==> src/sv/pvd_pkg.sv <==
//------------------------------------------------------------------------------
// pvd_pkg
// Widths, head byte codes and shared types of the prefix varint decoder.
//------------------------------------------------------------------------------
package pvd_pkg;

  localparam int BYTE_W  = 8;
  localparam int VALUE_W = 64;
  localparam int LEN_W   = 4;
  localparam int LANES   = VALUE_W / BYTE_W;

  localparam logic [BYTE_W-1:0] HEAD_TWO    = 8'h80;
  localparam logic [BYTE_W-1:0] HEAD_FOUR   = 8'hc0;
  localparam logic [BYTE_W-1:0] HEAD_ESCAPE = 8'hff;

  localparam logic [LEN_W-1:0] LEN_ONE    = 4'd1;
  localparam logic [LEN_W-1:0] LEN_TWO    = 4'd2;
  localparam logic [LEN_W-1:0] LEN_FOUR   = 4'd4;
  localparam logic [LEN_W-1:0] LEN_ESCAPE = 4'd9;

  typedef struct packed {
    logic              valid;
    logic [BYTE_W-1:0] data;
  } byte_beat_t;

endpackage

==> src/sv/pvd_ifs.sv <==
//------------------------------------------------------------------------------
// pvd channel interfaces
// Byte input, decoded result and configuration write channels.
//------------------------------------------------------------------------------
interface pvd_byte_if;
  logic                       valid;
  logic                       ready;
  logic [pvd_pkg::BYTE_W-1:0] in_byte;
  modport source (output valid, output in_byte, input ready);
  modport sink (input valid, input in_byte, output ready);
endinterface

interface pvd_result_if;
  logic                        valid;
  logic                        ready;
  logic [pvd_pkg::VALUE_W-1:0] decoded_value;
  logic [pvd_pkg::LEN_W-1:0]   encoded_length;
  modport source (output valid, output decoded_value, output encoded_length, input ready);
  modport sink (input valid, input decoded_value, input encoded_length, output ready);
endinterface

interface pvd_cfg_if;
  logic valid;
  logic ready;
  logic escape_little_endian;
  modport source (output valid, output escape_little_endian, input ready);
  modport sink (input valid, input escape_little_endian, output ready);
endinterface

==> src/sv/pvd_in_stage.sv <==
//------------------------------------------------------------------------------
// pvd_in_stage
// Input register: captures one byte beat and holds it until the core takes it.
//------------------------------------------------------------------------------
module pvd_in_stage (
  input  logic                       clk,
  input  logic                       rst,
  input  logic                       in_valid,
  input  logic [pvd_pkg::BYTE_W-1:0] in_data,
  output logic                       in_ready,
  output pvd_pkg::byte_beat_t        beat,
  input  logic                       take
);
  import pvd_pkg::*;

  logic              vld;
  logic [BYTE_W-1:0] data;

  assign in_ready   = !vld || take;
  assign beat.valid = vld;
  assign beat.data  = data;

  always_ff @(posedge clk) begin
    if (rst) begin
      vld <= 1'b0;
    end else if (in_ready) begin
      vld <= in_valid;
    end
  end

  always_ff @(posedge clk) begin
    if (in_ready && in_valid) begin
      data <= in_data;
    end
  end

endmodule

==> src/sv/pvd_core.sv <==
//------------------------------------------------------------------------------
// pvd_core
// Decode state, per-byte update and the result register.
//------------------------------------------------------------------------------
module pvd_core (
  input  logic                        clk,
  input  logic                        rst,
  input  pvd_pkg::byte_beat_t         beat,
  output logic                        take,
  input  logic                        escape_le,
  output logic                        out_valid,
  input  logic                        out_ready,
  output logic [pvd_pkg::VALUE_W-1:0] out_value,
  output logic [pvd_pkg::LEN_W-1:0]   out_len
);
  import pvd_pkg::*;

  logic [LEN_W-1:0]   bytes_left, bytes_left_next;
  logic               escape_mode, escape_mode_next;
  logic [VALUE_W-1:0] accumulator, accumulator_next;
  logic [LEN_W-1:0]   current_length, current_length_next;
  logic               emit;
  logic [VALUE_W-1:0] emit_value;
  logic [LEN_W-1:0]   emit_len;
  logic [2:0]         pos;
  logic [LEN_W-1:0]   left_dec;

  assign take     = beat.valid && (!out_valid || out_ready);
  assign pos      = 3'(4'd8 - bytes_left);
  assign left_dec = bytes_left - 4'd1;

  always_comb begin
    bytes_left_next     = bytes_left;
    escape_mode_next    = escape_mode;
    accumulator_next    = accumulator;
    current_length_next = current_length;
    emit                = 1'b0;
    emit_value          = {{(VALUE_W-BYTE_W){1'b0}}, beat.data};
    emit_len            = LEN_ONE;
    if (bytes_left == '0) begin
      if (beat.data < HEAD_TWO) begin
        emit = 1'b1;
      end else if (beat.data < HEAD_FOUR) begin
        accumulator_next    = {{(VALUE_W-6){1'b0}}, beat.data[5:0]};
        bytes_left_next     = 4'd1;
        current_length_next = LEN_TWO;
        escape_mode_next    = 1'b0;
      end else if (beat.data != HEAD_ESCAPE) begin
        accumulator_next    = {{(VALUE_W-6){1'b0}}, beat.data[5:0]};
        bytes_left_next     = 4'd3;
        current_length_next = LEN_FOUR;
        escape_mode_next    = 1'b0;
      end else begin
        accumulator_next    = '0;
        bytes_left_next     = 4'd8;
        current_length_next = LEN_ESCAPE;
        escape_mode_next    = 1'b1;
      end
    end else begin
      if (escape_mode && escape_le) begin
        for (int i = 0; i < LANES; i++) begin
          if (pos == 3'(i)) begin
            accumulator_next[i*BYTE_W +: BYTE_W] =
              accumulator[i*BYTE_W +: BYTE_W] | beat.data;
          end
        end
      end else begin
        accumulator_next = {accumulator[VALUE_W-BYTE_W-1:0], beat.data};
      end
      bytes_left_next = left_dec;
      if (left_dec == '0) begin
        emit                = 1'b1;
        emit_value          = accumulator_next;
        emit_len            = current_length;
        current_length_next = '0;
        escape_mode_next    = 1'b0;
      end
    end
  end

  always_ff @(posedge clk) begin
    if (rst) begin
      bytes_left     <= '0;
      escape_mode    <= 1'b0;
      current_length <= '0;
      out_valid      <= 1'b0;
    end else begin
      if (take) begin
        bytes_left     <= bytes_left_next;
        escape_mode    <= escape_mode_next;
        current_length <= current_length_next;
      end
      if (take && emit) begin
        out_valid <= 1'b1;
      end else if (out_ready) begin
        out_valid <= 1'b0;
      end
    end
  end

  always_ff @(posedge clk) begin
    if (take) begin
      accumulator <= accumulator_next;
    end
    if (take && emit) begin
      out_value <= emit_value;
      out_len   <= emit_len;
    end
  end

endmodule

==> src/sv/prefix_varint_decoder.sv <==
//------------------------------------------------------------------------------
// prefix_varint_decoder
// Decodes a byte stream of prefix-coded unsigned 64-bit integers.
//
//   channel  dir  beat contents
//   in_ch    in   in_byte
//   out_ch   out  decoded_value, encoded_length
//   cfg      in   escape_little_endian
//
// One byte per cycle sustained while out_ch is not stalled; the last byte of a
// value passes the input register, then the result register holds the result.
// A stalled result holds the core; the input register still takes one byte.
// Reset: expect a head byte, escape_little_endian = 1.
// cfg.ready is always high.
//------------------------------------------------------------------------------
module prefix_varint_decoder (
  input logic         clk,
  input logic         rst,
  pvd_byte_if.sink    in_ch,
  pvd_result_if.source out_ch,
  pvd_cfg_if.sink     cfg
);
  import pvd_pkg::*;

  byte_beat_t beat;
  logic       take;
  logic       escape_le;

  assign cfg.ready = 1'b1;

  always_ff @(posedge clk) begin
    if (rst) begin
      escape_le <= 1'b1;
    end else if (cfg.valid) begin
      escape_le <= cfg.escape_little_endian;
    end
  end

  pvd_in_stage u_in (
    .clk      (clk),
    .rst      (rst),
    .in_valid (in_ch.valid),
    .in_data  (in_ch.in_byte),
    .in_ready (in_ch.ready),
    .beat     (beat),
    .take     (take)
  );

  pvd_core u_core (
    .clk       (clk),
    .rst       (rst),
    .beat      (beat),
    .take      (take),
    .escape_le (escape_le),
    .out_valid (out_ch.valid),
    .out_ready (out_ch.ready),
    .out_value (out_ch.decoded_value),
    .out_len   (out_ch.encoded_length)
  );

endmodule

==> src/flat_wrapper.sv <==
// flat-port wrapper written by rule: the top's interface ports become plain ports
module prefix_varint_decoder_flat import pvd_pkg::*;
  (clk, rst, in_ch_valid, in_ch_in_byte, in_ch_ready, out_ch_valid, out_ch_decoded_value, out_ch_encoded_length, out_ch_ready, cfg_valid, cfg_escape_little_endian, cfg_ready);
  pvd_byte_if in_ch_i ();
  pvd_result_if out_ch_i ();
  pvd_cfg_if cfg_i ();
  input logic clk;
  input logic rst;
  input wire logic [$bits(in_ch_i.valid)-1:0] in_ch_valid;
  input wire logic [$bits(in_ch_i.in_byte)-1:0] in_ch_in_byte;
  output wire logic [$bits(in_ch_i.ready)-1:0] in_ch_ready;
  output wire logic [$bits(out_ch_i.valid)-1:0] out_ch_valid;
  output wire logic [$bits(out_ch_i.decoded_value)-1:0] out_ch_decoded_value;
  output wire logic [$bits(out_ch_i.encoded_length)-1:0] out_ch_encoded_length;
  input wire logic [$bits(out_ch_i.ready)-1:0] out_ch_ready;
  input wire logic [$bits(cfg_i.valid)-1:0] cfg_valid;
  input wire logic [$bits(cfg_i.escape_little_endian)-1:0] cfg_escape_little_endian;
  output wire logic [$bits(cfg_i.ready)-1:0] cfg_ready;
  assign in_ch_i.valid = in_ch_valid;
  assign in_ch_i.in_byte = in_ch_in_byte;
  assign in_ch_ready = in_ch_i.ready;
  assign out_ch_valid = out_ch_i.valid;
  assign out_ch_decoded_value = out_ch_i.decoded_value;
  assign out_ch_encoded_length = out_ch_i.encoded_length;
  assign out_ch_i.ready = out_ch_ready;
  assign cfg_i.valid = cfg_valid;
  assign cfg_i.escape_little_endian = cfg_escape_little_endian;
  assign cfg_ready = cfg_i.ready;
  prefix_varint_decoder u_core (.clk(clk), .rst(rst), .in_ch(in_ch_i), .out_ch(out_ch_i), .cfg(cfg_i));
endmodule
==> config.mk <==
export PLATFORM = sky130hd
export DESIGN_NAME = prefix_varint_decoder_flat
export DESIGN_NICKNAME = d
export VERILOG_FILES = /design/src/sv/pvd_pkg.sv /design/src/sv/pvd_ifs.sv /design/src/sv/pvd_in_stage.sv /design/src/sv/pvd_core.sv /design/src/sv/prefix_varint_decoder.sv /design/src/flat_wrapper.sv
export SDC_FILE = /design/constraint.sdc
export NUM_CORES = 1
export LEC_CHECK = 0
export ABC_AREA = 0
export BUFFER_PORTS_ARGS = -buffer_cell sky130_fd_sc_hd__buf_2
export CAP_MARGIN = 20
export CELL_PAD_IN_SITES_DETAIL_PLACEMENT = 1
export CELL_PAD_IN_SITES_GLOBAL_PLACEMENT = 1
export CORE_MARGIN = 2
export CORE_UTILIZATION = 42
export DETAILED_ROUTE_END_ITERATION = 6
export GPL_TIMING_DRIVEN = 0
export HOLD_SLACK_MARGIN = 0.15
export PLACE_DENSITY = 0.86
export SYNTH_ARGS = -nofsm -noshare
export SYNTH_HDL_FRONTEND = slang
export SYNTH_SLANG_ARGS = --single-unit
export TNS_END_PERCENT = 10
==> constraint.sdc <==
create_clock -name clk -period 5.3 [get_ports clk]
set_input_delay 0.795 -clock clk [delete_from_list [all_inputs] [get_ports clk]]
set_output_delay 0.795 -clock clk [all_outputs]
set_load 0.02 [all_outputs]
==> results.json <==
{
  "cp-end-kind": "register",
  "first_iter_violations": 444,
  "rsz0062_at_grt": "no",
  "ys_seq_area_frac": 0.659,
  "path_buf_inv": 3,
  "reg2reg_depth": 9,
  "rows": 46,
  "crit_family": "simple AND/OR/NAND/NOR gates",
  "crit_path_start_kind": "register",
  "drive_above_1_share": 0.227,
  "cp.depth": 9,
  "synth_most_common_cell": "edfxtp_1",
  "vias": 5300,
  "status": "finished clean",
  "ys_types": 45,
  "boundaryPins": 85,
  "multi_input_area_mm2": 0.00205,
  "min_period_over_period": 0.640,
  "arrival_ns": 3.50,
  "cp_max_fo": 39,
  "crit_path_max_incr_delay_ns": 0.70,
  "die_y_um": 130,
  "ant_nets": 0,
  "synth_top_cell_by_area": "edfxtp_1",
  "first_global_vias": 5487,
  "grt_antenna_before_repair": 0,
  "clock_sinks": 150,
  "io_buffers": 83,
  "syn_area_mm2": 0.00669,
  "viasPerCell": 6.05,
  "coreArea_mm2": 0.0157,
  "synth-async-reset-ratio": 0,
  "vdd_drop_max_mv": 0.224,
  "layout.nets": 666,
  "finalMaxSlewViolations": 0,
  "place_congestion": 0.891,
  "wl_mm": 19.8,
  "max_cap_violations": 0,
  "required_ns": 5.41,
  "cts_tree": "done",
  "diodes": 0,
  "r2r_slack_ns": 1.91,
  "synthToLayoutAreaGrowth_pct": 20.3,
  "seq_area_mm2": 0.00440,
  "cp-endpoint": "u_core.u_core.out_value[23]",
  "hold_viol_final": 0,
  "slew_headroom": 0.391,
  "cp-startpoint": "u_core.u_core.bytes_left[0]",
  "grt_overflow": 0,
  "fin_worst_skew_ns": 0.0136,
  "setup_violations": 0,
  "power.density_mw_per_mm2": 364,
  "nFillCells": 1672,
  "worst_slew_pin_slew_ns": 0.911,
  "post_cts_resized": 0,
  "period_minus_slack_ns": 3.39,
  "synth_top_area_frac": 0.629,
  "h-tree-depth": 4,
  "die_area_mm2": 0.0169,
  "power_leakage_nw": 2.63,
  "fin_ws_ns": 1.91,
  "cts.hold.buffers_added": 0,
  "ys_ff_latch": 150,
  "max_freq_mhz": 295,
  "hpwlAfterDp_mm": 13.2,
  "worstReg2RegEnd": "u_core.u_core.out_value[23]",
  "synth_common_cells": "edfxtp_1 (140), nor2_1 (72), nor3_1 (58)",
  "path_class": "reg2reg",
  "synth_edf_count": 140,
  "post_cts_buffers": 0,
  "cts_buffer_depth": 2,
  "clkTransAtPathRegs_ns": 0.06,
  "drc": 0,
  "synth_cells": 542,
  "root_buffer": "clkbuf_16",
  "synth.avg_cell_area_um2": 12.3,
  "finalPower_w": 0.00293,
  "r2r_start": "u_core.u_core.bytes_left[0]",
  "grt_pass1_wl_mm": 30.8,
  "first_pass_iters": 5,
  "synthTopCellsByArea": "edfxtp_1 (63%), a211oi_1 (6.3%), nor4_1 (5.2%)",
  "initial_core_util": 0.426,
  "track_usage": 0.244,
  "pre_cts_ws_ns": 1.96,
  "die_w_um": 130,
  "wl_per_cell_um": 22.7,
  "clock_latency_ns": 0.43,
  "yosysWarnings": 0,
  "ys.flop_type": "edfxtp_1",
  "grt_max_degree": 40,
  "path_cells": "inv_1, ha_1, buf_2, nor2b_1, o21ai_0, a221oi_1, nor2_1, nor2_4, buf_12",
  "syn-num-nets": 561,
  "slowest_stage": "nor2_4",
  "hold_path.class": "reg2reg",
  "cts_made_buffers": 17
}
tightest hold or removal path, cell delays in order (launching register included):
cell     delay [ns]
dfxtp_1        0.30
inv_1          0.06
o31ai_1        0.08
where the power goes:
part / leakage (nW) / internal, W / total [W] / switching [W]
clock: 0.293 / 0.000717 / 0.00120 / 0.000484
sequential: 1.35 / 0.00137 / 0.00140 / 0.0000323
combinational: 0.990 / 0.0000934 / 0.000328 / 0.000234
metal layers:
layer,share of wire,GRT usage
met5,0,0
met4,0.031,0.115
met3,0.072,0.0574
met2,0.50,0.404
met1,0.39,0.303
per-stage QoR:
step / TNS [ns] / hold slack, ns / area, µm² / utilization / cells
floorplan: 0 / 0.444 / 6690 / - / 542
global placement: -124.14 / 0.465 / 7370 / 0.469 / 841
detailed placement: 0 / 0.478 / 7460 / 0.475 / 844
CTS: 0 / 0.490 / 8050 / 0.512 / 876
global route: 0 / 0.527 / 8050 / 0.512 / 876
finish: 0 / 0.487 / 8050 / 0.512 / 876
placed cells by master, fill, tap and decap left out, drive strengths merged, types with 2 or more instances in the layout:
cell type	count
inv	9
buf	112
nor4	56
ha	5
a21oi	8
clkinv	5
nor4b	2
nand3	2
o21bai	2
a211o	2
a211oi	56
dfxtp	10
mux2	8
o21ai	6
clkbuf	50
a22oi	2
o32ai	2
nor2b	3
edfxtp	140
a22o	6
nand2b	4
nor3	58
nor2	72
and2	13
nand2	11
logic make-up (layout without fill, tap and decap cells):
| group | Yosys count | in the layout | share of synthesized area |
|---|---|---|---|
| AO/OA/AOI/OAI | 89 | 89 | 0.0975 |
| XOR/XNOR | 2 | 2 | 0.00262 |
| adder cells (fa/ha/maj) | 5 | 5 | 0.00935 |
| buffers and inverters | 59 | 177 | 0.0382 |
| flip-flops | 150 | 150 | 0.659 |
| multiplexers | 9 | 9 | 0.0195 |
| other | 1 | 1 | 0.000561 |
| AND/OR/NAND/NOR | 227 | 227 | 0.174 |
worst min path at each step:
stage                                         start                              end  cells past startpoint
floorplan           u_core.u_core.current_length[2]  u_core.u_core.current_length[2]                      2
global placement    u_core.u_core.current_length[2]  u_core.u_core.current_length[2]                      2
detailed placement  u_core.u_core.current_length[2]  u_core.u_core.current_length[2]                      2
CTS                 u_core.u_core.current_length[2]  u_core.u_core.current_length[2]                      2
global route        u_core.u_core.current_length[2]  u_core.u_core.current_length[2]                      2
finish              u_core.u_core.current_length[2]  u_core.u_core.current_length[2]                      2
area by class of cell:
type | instances | share of cell area
Multi-Input combinational cell | 333 | 0.254
Clock buffer | 23 | 0.0622
Sequential cell | 150 | 0.547
Timing Repair Buffer | 86 | 0.0600
Buffer | 53 | 0.0289
Clock inverter | 9 | 0.0109
Tap cell | 216 | 0.0336
Inverter | 6 | 0.00280
registers in the layout, summed over array words and instances, names as in the netlist:
register	cells
u_core.u_core.escape_mode	1
u_core.u_core.current_length	2
u_core.u_core.accumulator	64
u_core.escape_le	1
u_core.u_core.out_valid	1
u_core.u_core.out_len	4
u_core.u_core.out_value	64
u_core.u_core.bytes_left	4
u_core.u_in.vld	1
u_core.u_in.data	8
Note: power is estimated with default switching activity, not from simulation.
